[src/hdl/scfd_pkg.sv]
package scfd_pkg;

  // Number of drives that can be addressed, 1 to 4.
  localparam int unsigned DRIVE_COUNT = 4;

  localparam logic [7:0] DEV_FIRST = 8'h31;
  localparam logic [7:0] DEV_LAST  = 8'h34;

  // Position of the checksum byte within a frame.
  localparam logic [2:0] POS_CHECKSUM = 3'd4;

  localparam int unsigned QUEUE_DEPTH = 2;
  localparam int unsigned QUEUE_PTR_W = (QUEUE_DEPTH > 1) ? $clog2(QUEUE_DEPTH) : 1;
  localparam int unsigned QUEUE_CNT_W = $clog2(QUEUE_DEPTH + 1);

  localparam logic [7:0] CMD_SPEED        = 8'h3f;
  localparam logic [7:0] CMD_FORMAT       = 8'h21;
  localparam logic [7:0] CMD_FORMAT_MED   = 8'h22;
  localparam logic [7:0] CMD_PERCOM_READ  = 8'h4e;
  localparam logic [7:0] CMD_STATUS       = 8'h53;
  localparam logic [7:0] CMD_WRITE        = 8'h50;
  localparam logic [7:0] CMD_WRITE_VERIFY = 8'h57;
  localparam logic [7:0] CMD_READ         = 8'h52;

  typedef enum logic [2:0] {
    OP_NONE         = 3'd0,
    OP_SPEED        = 3'd1,
    OP_FORMAT       = 3'd2,
    OP_PERCOM_READ  = 3'd3,
    OP_STATUS       = 3'd4,
    OP_WRITE        = 3'd5,
    OP_WRITE_VERIFY = 3'd6,
    OP_READ         = 3'd7
  } op_e;

  // A checked frame that addresses a present drive.
  typedef struct packed {
    logic [1:0] drive;
    logic [7:0] cmd;
    logic [7:0] aux_low;
    logic [7:0] aux_high;
  } frame_t;

  // Handshake between the queue and the back end.
  typedef struct packed {
    logic valid;
    logic ready;
  } hs_t;

endpackage

[src/hdl/scfd_front.sv]
module scfd_front (
  input  logic                  clk_i,
  input  logic                  rst_ni,
  input  logic                  in_valid_i,
  output logic                  in_ready_o,
  input  logic [7:0]            rx_byte_i,
  input  logic [2:0]            position_tag_i,
  input  logic                  framing_error_i,
  input  logic [3:0]            drive_present_mask_i,
  output logic                  push_valid_o,
  input  logic                  push_ready_i,
  output scfd_pkg::frame_t      push_frame_o
);

  logic [2:0] pos_q, pos_d;
  logic [7:0] sum_q, sum_d;
  logic [7:0] frame_bytes_q [4];
  logic       accept;
  logic       tag_ok;
  logic [8:0] raw_sum;
  logic [7:0] dev_off;
  logic       dev_ok;
  logic       drive_ok;

  assign in_ready_o = push_ready_i;
  assign accept     = in_valid_i && in_ready_o;
  assign tag_ok     = !framing_error_i && (position_tag_i == pos_q + 3'd1);
  assign raw_sum    = {1'b0, sum_q} + {1'b0, rx_byte_i};

  always_comb begin
    pos_d = pos_q;
    sum_d = sum_q;
    if (accept) begin
      if (!tag_ok || pos_q == scfd_pkg::POS_CHECKSUM) begin
        pos_d = '0;
        sum_d = '0;
      end else begin
        pos_d = pos_q + 3'd1;
        // End-around carry; the second add cannot carry again.
        sum_d = raw_sum[7:0] + {7'd0, raw_sum[8]};
      end
    end
  end

  always_ff @(posedge clk_i or negedge rst_ni) begin
    if (!rst_ni) begin
      pos_q <= '0;
      sum_q <= '0;
    end else begin
      pos_q <= pos_d;
      sum_q <= sum_d;
    end
  end

  always_ff @(posedge clk_i) begin
    if (accept && tag_ok && pos_q != scfd_pkg::POS_CHECKSUM) begin
      frame_bytes_q[pos_q[1:0]] <= rx_byte_i;
    end
  end

  assign dev_off  = frame_bytes_q[0] - scfd_pkg::DEV_FIRST;
  assign dev_ok   = (frame_bytes_q[0] >= scfd_pkg::DEV_FIRST) &&
                    (frame_bytes_q[0] <= scfd_pkg::DEV_LAST);
  assign drive_ok = ({1'b0, dev_off[1:0]} < 3'(scfd_pkg::DRIVE_COUNT)) &&
                    drive_present_mask_i[dev_off[1:0]];

  assign push_valid_o = accept && tag_ok && (pos_q == scfd_pkg::POS_CHECKSUM) &&
                        (rx_byte_i == sum_q) && dev_ok && drive_ok;

  assign push_frame_o.drive    = dev_off[1:0];
  assign push_frame_o.cmd      = frame_bytes_q[1];
  assign push_frame_o.aux_low  = frame_bytes_q[2];
  assign push_frame_o.aux_high = frame_bytes_q[3];

endmodule

[src/hdl/scfd_queue.sv]
module scfd_queue (
  input  logic             clk_i,
  input  logic             rst_ni,
  input  logic             push_valid_i,
  output logic             push_ready_o,
  input  scfd_pkg::frame_t push_frame_i,
  output scfd_pkg::hs_t    pop_o,
  input  logic             pop_ready_i,
  output scfd_pkg::frame_t pop_frame_o
);

  localparam int unsigned PtrW = scfd_pkg::QUEUE_PTR_W;
  localparam int unsigned CntW = scfd_pkg::QUEUE_CNT_W;
  localparam logic [PtrW-1:0] PtrLast = PtrW'(scfd_pkg::QUEUE_DEPTH - 1);

  scfd_pkg::frame_t  mem_q [scfd_pkg::QUEUE_DEPTH];
  logic [PtrW-1:0]   wr_ptr_q, wr_ptr_d;
  logic [PtrW-1:0]   rd_ptr_q, rd_ptr_d;
  logic [CntW-1:0]   count_q, count_d;
  logic              do_push;
  logic              do_pop;

  assign push_ready_o = (count_q != CntW'(scfd_pkg::QUEUE_DEPTH));
  assign pop_o.valid  = (count_q != '0);
  assign pop_o.ready  = pop_ready_i;
  assign do_push      = push_valid_i && push_ready_o;
  assign do_pop       = pop_o.valid && pop_ready_i;
  assign pop_frame_o  = mem_q[rd_ptr_q];

  always_comb begin
    wr_ptr_d = wr_ptr_q;
    rd_ptr_d = rd_ptr_q;
    count_d  = count_q;
    if (do_push) begin
      wr_ptr_d = (wr_ptr_q == PtrLast) ? '0 : wr_ptr_q + PtrW'(1);
    end
    if (do_pop) begin
      rd_ptr_d = (rd_ptr_q == PtrLast) ? '0 : rd_ptr_q + PtrW'(1);
    end
    if (do_push && !do_pop) begin
      count_d = count_q + CntW'(1);
    end else if (!do_push && do_pop) begin
      count_d = count_q - CntW'(1);
    end
  end

  always_ff @(posedge clk_i or negedge rst_ni) begin
    if (!rst_ni) begin
      wr_ptr_q <= '0;
      rd_ptr_q <= '0;
      count_q  <= '0;
    end else begin
      wr_ptr_q <= wr_ptr_d;
      rd_ptr_q <= rd_ptr_d;
      count_q  <= count_d;
    end
  end

  always_ff @(posedge clk_i) begin
    if (do_push) begin
      mem_q[wr_ptr_q] <= push_frame_i;
    end
  end

  a_count_range: assert property (@(posedge clk_i) disable iff (!rst_ni)
    count_q <= CntW'(scfd_pkg::QUEUE_DEPTH))
    else $error("queue count out of range");

  a_push_only_grows: assert property (@(posedge clk_i) disable iff (!rst_ni)
    (do_push && !do_pop) |=> (count_q == $past(count_q) + CntW'(1)))
    else $error("queue count did not grow on push");

  a_empty_ptrs: assert property (@(posedge clk_i) disable iff (!rst_ni)
    (count_q == '0) |-> (wr_ptr_q == rd_ptr_q))
    else $error("empty queue with unequal pointers");

endmodule

[src/hdl/scfd_back.sv]
module scfd_back (
  input  logic             clk_i,
  input  logic             rst_ni,
  input  scfd_pkg::hs_t    pop_i,
  output logic             pop_ready_o,
  input  scfd_pkg::frame_t pop_frame_i,
  output logic             out_valid_o,
  input  logic             out_ready_i,
  output logic             accepted_o,
  output logic [2:0]       operation_o,
  output logic [1:0]       drive_index_o,
  output logic [7:0]       command_byte_o,
  output logic [7:0]       aux_low_o,
  output logic [7:0]       aux_high_o,
  output logic [15:0]      sector_number_o
);

  logic              valid_q, valid_d;
  scfd_pkg::frame_t  frame_q;
  scfd_pkg::op_e     op_q, op_d;
  logic              load;
  logic              sector_nz;

  // The output register takes a new frame whenever it is empty or is being drained.
  assign pop_ready_o = !valid_q || out_ready_i;
  assign load        = pop_i.valid && pop_ready_o;
  assign sector_nz   = (pop_frame_i.aux_low != '0) || (pop_frame_i.aux_high != '0);

  always_comb begin
    case (pop_frame_i.cmd)
      scfd_pkg::CMD_SPEED:        op_d = scfd_pkg::OP_SPEED;
      scfd_pkg::CMD_FORMAT:       op_d = scfd_pkg::OP_FORMAT;
      scfd_pkg::CMD_FORMAT_MED:   op_d = scfd_pkg::OP_FORMAT;
      scfd_pkg::CMD_PERCOM_READ:  op_d = scfd_pkg::OP_PERCOM_READ;
      scfd_pkg::CMD_STATUS:       op_d = scfd_pkg::OP_STATUS;
      scfd_pkg::CMD_WRITE:
        op_d = sector_nz ? scfd_pkg::OP_WRITE : scfd_pkg::OP_NONE;
      scfd_pkg::CMD_WRITE_VERIFY:
        op_d = sector_nz ? scfd_pkg::OP_WRITE_VERIFY : scfd_pkg::OP_NONE;
      scfd_pkg::CMD_READ:
        op_d = sector_nz ? scfd_pkg::OP_READ : scfd_pkg::OP_NONE;
      default:                    op_d = scfd_pkg::OP_NONE;
    endcase
  end

  always_comb begin
    valid_d = valid_q;
    if (load) begin
      valid_d = 1'b1;
    end else if (out_ready_i) begin
      valid_d = 1'b0;
    end
  end

  always_ff @(posedge clk_i or negedge rst_ni) begin
    if (!rst_ni) begin
      valid_q <= 1'b0;
    end else begin
      valid_q <= valid_d;
    end
  end

  always_ff @(posedge clk_i) begin
    if (load) begin
      frame_q <= pop_frame_i;
      op_q    <= op_d;
    end
  end

  assign out_valid_o     = valid_q;
  assign accepted_o      = (op_q != scfd_pkg::OP_NONE);
  assign operation_o     = op_q;
  assign drive_index_o   = frame_q.drive;
  assign command_byte_o  = frame_q.cmd;
  assign aux_low_o       = frame_q.aux_low;
  assign aux_high_o      = frame_q.aux_high;
  assign sector_number_o = {frame_q.aux_high, frame_q.aux_low};

endmodule

[src/hdl/serial_command_frame_decoder.sv]
// Serial command frame decoder.
// Input channel (in_valid_i/in_ready_o) takes one received byte per transaction with
// its position tag and framing-error flag. Five good bytes in a row (device, command,
// aux low, aux high, checksum) form a command frame; a bad tag or framing error drops
// the partial frame and gathering restarts with the next byte.
// Output channel (out_valid_o/out_ready_i) delivers one transaction per frame that
// passes the checksum and addresses a mounted drive: ACK or NACK with the operation
// and the frame fields. Other frames produce nothing.
// Configuration channel (cfg_valid_i/cfg_ready_o) writes the drive present mask and is
// always ready. Users must write it only while the block is idle (not enforced).
// Throughput: one byte per cycle unless the frame queue is full. The frame enters the
// queue at the edge that accepts the checksum byte and moves into the output register
// which drives out_valid_o, once that register is empty or is being drained.
// The front end stalls input only when its two-entry frame queue is full, so a stalled
// receiver holds its result while up to two more frames are gathered.
// Reset clears the byte position, the running sum, the queue, the output valid flag and
// the mask, so no drive is present until it is written.
module serial_command_frame_decoder (
  input  logic        clk_i,
  input  logic        rst_ni,
  input  logic        cfg_valid_i,
  output logic        cfg_ready_o,
  input  logic [3:0]  cfg_drive_present_mask_i,
  input  logic        in_valid_i,
  output logic        in_ready_o,
  input  logic [7:0]  rx_byte_i,
  input  logic [2:0]  position_tag_i,
  input  logic        framing_error_i,
  output logic        out_valid_o,
  input  logic        out_ready_i,
  output logic        accepted_o,
  output logic [2:0]  operation_o,
  output logic [1:0]  drive_index_o,
  output logic [7:0]  command_byte_o,
  output logic [7:0]  aux_low_o,
  output logic [7:0]  aux_high_o,
  output logic [15:0] sector_number_o
);

  logic [3:0]       mask_q;
  logic             push_valid;
  logic             push_ready;
  scfd_pkg::frame_t push_frame;
  scfd_pkg::hs_t    pop_hs;
  logic             pop_ready;
  scfd_pkg::frame_t pop_frame;

  assign cfg_ready_o = 1'b1;

  always_ff @(posedge clk_i or negedge rst_ni) begin
    if (!rst_ni) begin
      mask_q <= '0;
    end else if (cfg_valid_i && cfg_ready_o) begin
      mask_q <= cfg_drive_present_mask_i;
    end
  end

  scfd_front u_front (
    .clk_i                (clk_i),
    .rst_ni               (rst_ni),
    .in_valid_i           (in_valid_i),
    .in_ready_o           (in_ready_o),
    .rx_byte_i            (rx_byte_i),
    .position_tag_i       (position_tag_i),
    .framing_error_i      (framing_error_i),
    .drive_present_mask_i (mask_q),
    .push_valid_o         (push_valid),
    .push_ready_i         (push_ready),
    .push_frame_o         (push_frame)
  );

  scfd_queue u_queue (
    .clk_i        (clk_i),
    .rst_ni       (rst_ni),
    .push_valid_i (push_valid),
    .push_ready_o (push_ready),
    .push_frame_i (push_frame),
    .pop_o        (pop_hs),
    .pop_ready_i  (pop_ready),
    .pop_frame_o  (pop_frame)
  );

  scfd_back u_back (
    .clk_i           (clk_i),
    .rst_ni          (rst_ni),
    .pop_i           (pop_hs),
    .pop_ready_o     (pop_ready),
    .pop_frame_i     (pop_frame),
    .out_valid_o     (out_valid_o),
    .out_ready_i     (out_ready_i),
    .accepted_o      (accepted_o),
    .operation_o     (operation_o),
    .drive_index_o   (drive_index_o),
    .command_byte_o  (command_byte_o),
    .aux_low_o       (aux_low_o),
    .aux_high_o      (aux_high_o),
    .sector_number_o (sector_number_o)
  );

endmodule

[config.mk]
export PLATFORM = sky130hd
export DESIGN_NAME = serial_command_frame_decoder
export DESIGN_NICKNAME = d
export VERILOG_FILES = /design/src/hdl/scfd_pkg.sv /design/src/hdl/scfd_front.sv /design/src/hdl/scfd_queue.sv /design/src/hdl/scfd_back.sv /design/src/hdl/serial_command_frame_decoder.sv
export SDC_FILE = /design/constraint.sdc
export NUM_CORES = 1
export LEC_CHECK = 0
export BUFFER_PORTS_ARGS = -buffer_cell sky130_fd_sc_hd__clkbuf_2
export CORE_MARGIN = 4
export CORE_UTILIZATION = 45
export CTS_CLUSTER_DIAMETER = 50
export DETAILED_ROUTE_END_ITERATION = 16
export PLACE_DENSITY = 0.72
export SLEW_MARGIN = 20
export SYNTH_ARGS = -nofsm -noshare
export SYNTH_HDL_FRONTEND = slang
export SYNTH_SLANG_ARGS = --single-unit
[constraint.sdc]
create_clock -name clk_i -period 6.1 [get_ports clk_i]
set_input_delay 0.61 -clock clk_i [delete_from_list [all_inputs] [get_ports clk_i]]
set_output_delay 0.61 -clock clk_i [all_outputs]
set_load 0.005 [all_outputs]
==> flow_summary_export.csv <==
group,metric,value,unit
clock_network,cts.repair_timing.setup_buffer_count,0,
logic_synthesis,synth-adder-area-share,0.0432,
die,full_die_area,14500,µm²
logic_synthesis,synth_xor_xnor_area_share,0.0340,
clock_network,clk_path_buf_depth,2,
clock_network,htree_num_levels,4,
logic_synthesis,synth_compound_area_frac,0.0578,
power_and_ir_drop,vdd_drop_max,0.000160,V
worst_hold_path,min_path_type,"primary input to async pin",
die,cell_row_count,40,
logic_synthesis,synth.yosys.seq_area_share,0.686,
logic_synthesis,synth.avg_cell_area,15.6,µm²
logic_synthesis,synth_top_family_by_area,"simple AND/OR/NAND/NOR gates",
die,initial_utilization,0.467,
logic_synthesis,ys_dominant_reg_cell,"edfxtp_1",
cells_and_area,nets,470,
logic_synthesis,share_of_async_settable_or_async_resettable_flops_after_synthesis,0.150,
placement,gpl.final_weighted_congestion,0.948,
global_route,initial_antenna_violation_count,0,
die,core-area,12200,µm²
logic_synthesis,synth-edff-count,113,
drt,routed_wl,10400,µm
power_and_ir_drop,total_power,1.96,mW
clock_network,hold_buffers,0,
cells_and_area,layout_commonest_cell,"edfxtp_1",
clock_network,cts.sinks,133,
placement,placed_cells_incl_taps,579,
timing,final.setup.tns,0,ns
clock_network,latest_clock_arrival_within_the_worst_skew_pair,0.40,ns
logic_synthesis,synth-simple-area-share,0.0783,
global_route,maximum_number_of_pins_on_one_net_before_global_route_repair,44,
drt,dr_total_vias,3157,
drt,first_drt_iteration_drcs,169,
cells_and_area,register_area,3890,µm²
power_and_ir_drop,power_switching_share,0.204,
timing,timing.max_slew.rel_slack,0.563,
global_route,grt_util_all_layers,0.154,
logic_synthesis,synth.area.mux_share,0.0595,
cells_and_area,finalCoreUtilization,0.545,
clock_network,clock_tree_from_tritoncts,"done",
clock_network,clkTransAtPathRegs,0.06,ns
power_and_ir_drop,p_int,1.56,mW
global_route,first_pass_grt_wire_length,17200,µm
global_route,grt_pass1_vias,3289,
die,die_x,120,µm
outcome,run_status,"completed",
placement,post-dp-hpwl,7340,µm
timing,grt_setup_unrepaired,"no",
critical_path,path_class,"flip-flop to flip-flop",
critical_path,timing.critical_path.from_type,"flip-flop",
timing,skew,0.00717,ns
logic_synthesis,syn-instance-count,364,
drt,avgRoutedWirePerCell,17.1,µm
timing,finalSetupViolCount,0,
power_and_ir_drop,power.density,296,nW/µm²
critical_path,worstPathMaxFanout,3,
power_and_ir_drop,clkPwrFrac,0.463,
drt,detail_route.vias_per_cell,5.18,
timing,hold_violations,0,
critical_path,crit_required,6.39,ns
clock_network,tritoncts.num_buffers,17,
logic_synthesis,synth_seq_cells,133,
drt,antenna_left,0,
cells_and_area,stdcell_count,610,
power_and_ir_drop,combinational_share_of_power,0.034,
cells_and_area,filler_cell_count,995,
global_route,gr-total-overflow,0,
timing,finalMaxSlewViolations,0,
flow_run,max_cap_violations,0,
timing,period_utilisation_layout,0.500,
placement,portBuffers,68,
cells_and_area,area_growth,16.8,%
logic_synthesis,synth.net_count,404,
die,pin_count,70,
critical_path,timing.reg2reg.setup_slack,3.05,ns
timing,worst_pin_slew,0.655,ns
logic_synthesis,mappedNetlistArea,5680,µm²
critical_path,crit_path_end_kind,"flip-flop",
logic_synthesis,yosysUniqueCellTypes,58,
power_and_ir_drop,p_sw,0.401,mW
drt,detail_route.first_pass.iterations,5,
cells_and_area,layout_common_cells,"edfxtp_1 (113), clkbuf_2 (68), mux2_2 (28), dfrtp_1 (20), ha_1 (18)",
timing,period_minus_slack,3.05,ns
drt,post-route-drc-count,0,
timing,fmax_achieved,328,MHz
clock_network,cts_root_buf,"clkbuf_16",
cells_and_area,antennaDiodeCount,0,
power_and_ir_drop,static-leakage-power,2.51,nW
clock_network,post_cts_resize_count,0,
logic_synthesis,synthesis.yosys.warnings,0,
die,floorplan.die.height,120,µm
cells_and_area,multi_input_comb_area,1560,µm²
power_and_ir_drop,pwr-share-seq,0.503,
critical_path,critical_path_arrival,3.34,ns
cells_and_area,drive_above_1_share,0.321,
registers in the layout, indices dropped and copies added, names as in the netlist, 3 cells and up:
signal                 flops
mask_q                     4
u_front.sum_q              8
u_back.aux_low_o           8
u_back.operation_o         3
u_front.frame_bytes_q     32
u_queue.mem_q             52
u_back.command_byte_o      8
u_front.pos_q              3
u_back.aux_high_o          8
worst paths after layout:
check	from	to	cells after the start
min in group clk_i	cfg_drive_present_mask_i[0]	mask_q[0]$_DFFE_PN0P_	2
worst max-delay path	u_front.sum_q[0]$_DFFE_PN0N_	u_front.sum_q[7]$_DFFE_PN0N_	14
max in group asynchronous	rst_ni	mask_q[3]$_DFFE_PN0P_	1
worst min-delay path	rst_ni	u_back.out_valid_o$_DFFE_PN0P_	1
worst max register to register	u_front.sum_q[0]$_DFFE_PN0N_	u_front.sum_q[7]$_DFFE_PN0N_	14
worst min register to register	u_front.frame_bytes_q[1][5]$_DFFE_PP_	u_queue.mem_q[0][21]$_DFFE_PP_	0
power by group through the flow:
stage / logic, mW / clock network, mW / registers (mW)
after detailed placement: 0.0658 / 0 / 1.01
final: 0.0667 / 0.910 / 0.987
after floorplan: 0.0413 / 0 / 1.00
after global routing: 0.0729 / 0.986 / 0.987
after global placement: 0.0633 / 0 / 1.01
after CTS: 0.0666 / 0.930 / 0.987
routing by layer:
metal  track usage  routed length (µm)  vias to the layer above
li1              -                   -                     1499
met4        0.0637                 165                        0
met3        0.0566                 681                       10
met5             0                   0                        -
met1         0.190                4420                     1544
met2         0.248                5160                      104
area by class of cell:
| class | instances | area share |
|---|---|---|
| inverters | 17 | 0.00963 |
| repair buffers | 71 | 0.0547 |
| well taps | 168 | 0.0317 |
| flip-flops and latches | 133 | 0.588 |
| clock buffers | 17 | 0.0642 |
| clock inverters | 14 | 0.0174 |
| multi-input cells | 190 | 0.235 |
stage by stage:
step | hold slack [ns] | area [µm²] | worst slack [ns]
after floorplan | 0.314 | 5680 | 2.78
after global placement | 0.424 | 6090 | 2.79
after detailed placement | 0.431 | 6090 | 2.68
final | 0.180 | 6630 | 3.05
after global routing | 0.197 | 6630 | 2.75
after CTS | 0.176 | 6630 | 3.07
cells in the mapped netlist (all sizes together), types with 2 or more instances:
cell type / n / share of area
or2: 2 / 0.0022
nor2: 13 / 0.0086
dfrtp: 20 / 0.088
a21oi: 2 / 0.0018
nor2b: 4 / 0.0044
xnor2: 14 / 0.022
inv: 17 / 0.011
edfxtp: 113 / 0.60
a32o: 2 / 0.0035
nor3: 7 / 0.0062
xor2: 8 / 0.012
ha: 18 / 0.040
or4b: 2 / 0.0035
buf: 23 / 0.029
nand2b: 8 / 0.0088
o21ai: 12 / 0.011
nand3: 8 / 0.0071
a22o: 9 / 0.014
nand3b: 2 / 0.0026
mux2: 28 / 0.056
a21o: 2 / 0.0029
a211oi: 3 / 0.0057
o2111ai: 2 / 0.0031
nand4: 3 / 0.0033
nor4: 7 / 0.010
o22ai: 3 / 0.0033
nand2: 8 / 0.0057
and3: 4 / 0.0044
kinds of logic after synthesis:
logic type               Yosys count
AO/OA/AOI/OAI                     43
buffers and inverters             41
adder cells (fa/ha/maj)           19
flip-flops                       133
AND/OR/NAND/NOR                   76
XOR/XNOR                          22
other                              1
multiplexers                      29
critical path: stages (launching register included):
cell and delay (ns):
dfrtp_1 0.36, ha_1 0.21, inv_1 0.06, fa_1 0.41, nor2b_1 0.19, o221ai_1 0.19, a21oi_1 0.23, o21ai_0 0.10
nand2b_1 0.08, ha_1 0.17, nand3_1 0.11, nor3_1 0.32, nand3_1 0.13, xnor2_1 0.15, a22o_2 0.22
No activity file was read; power rests on OpenSTA's default activity.
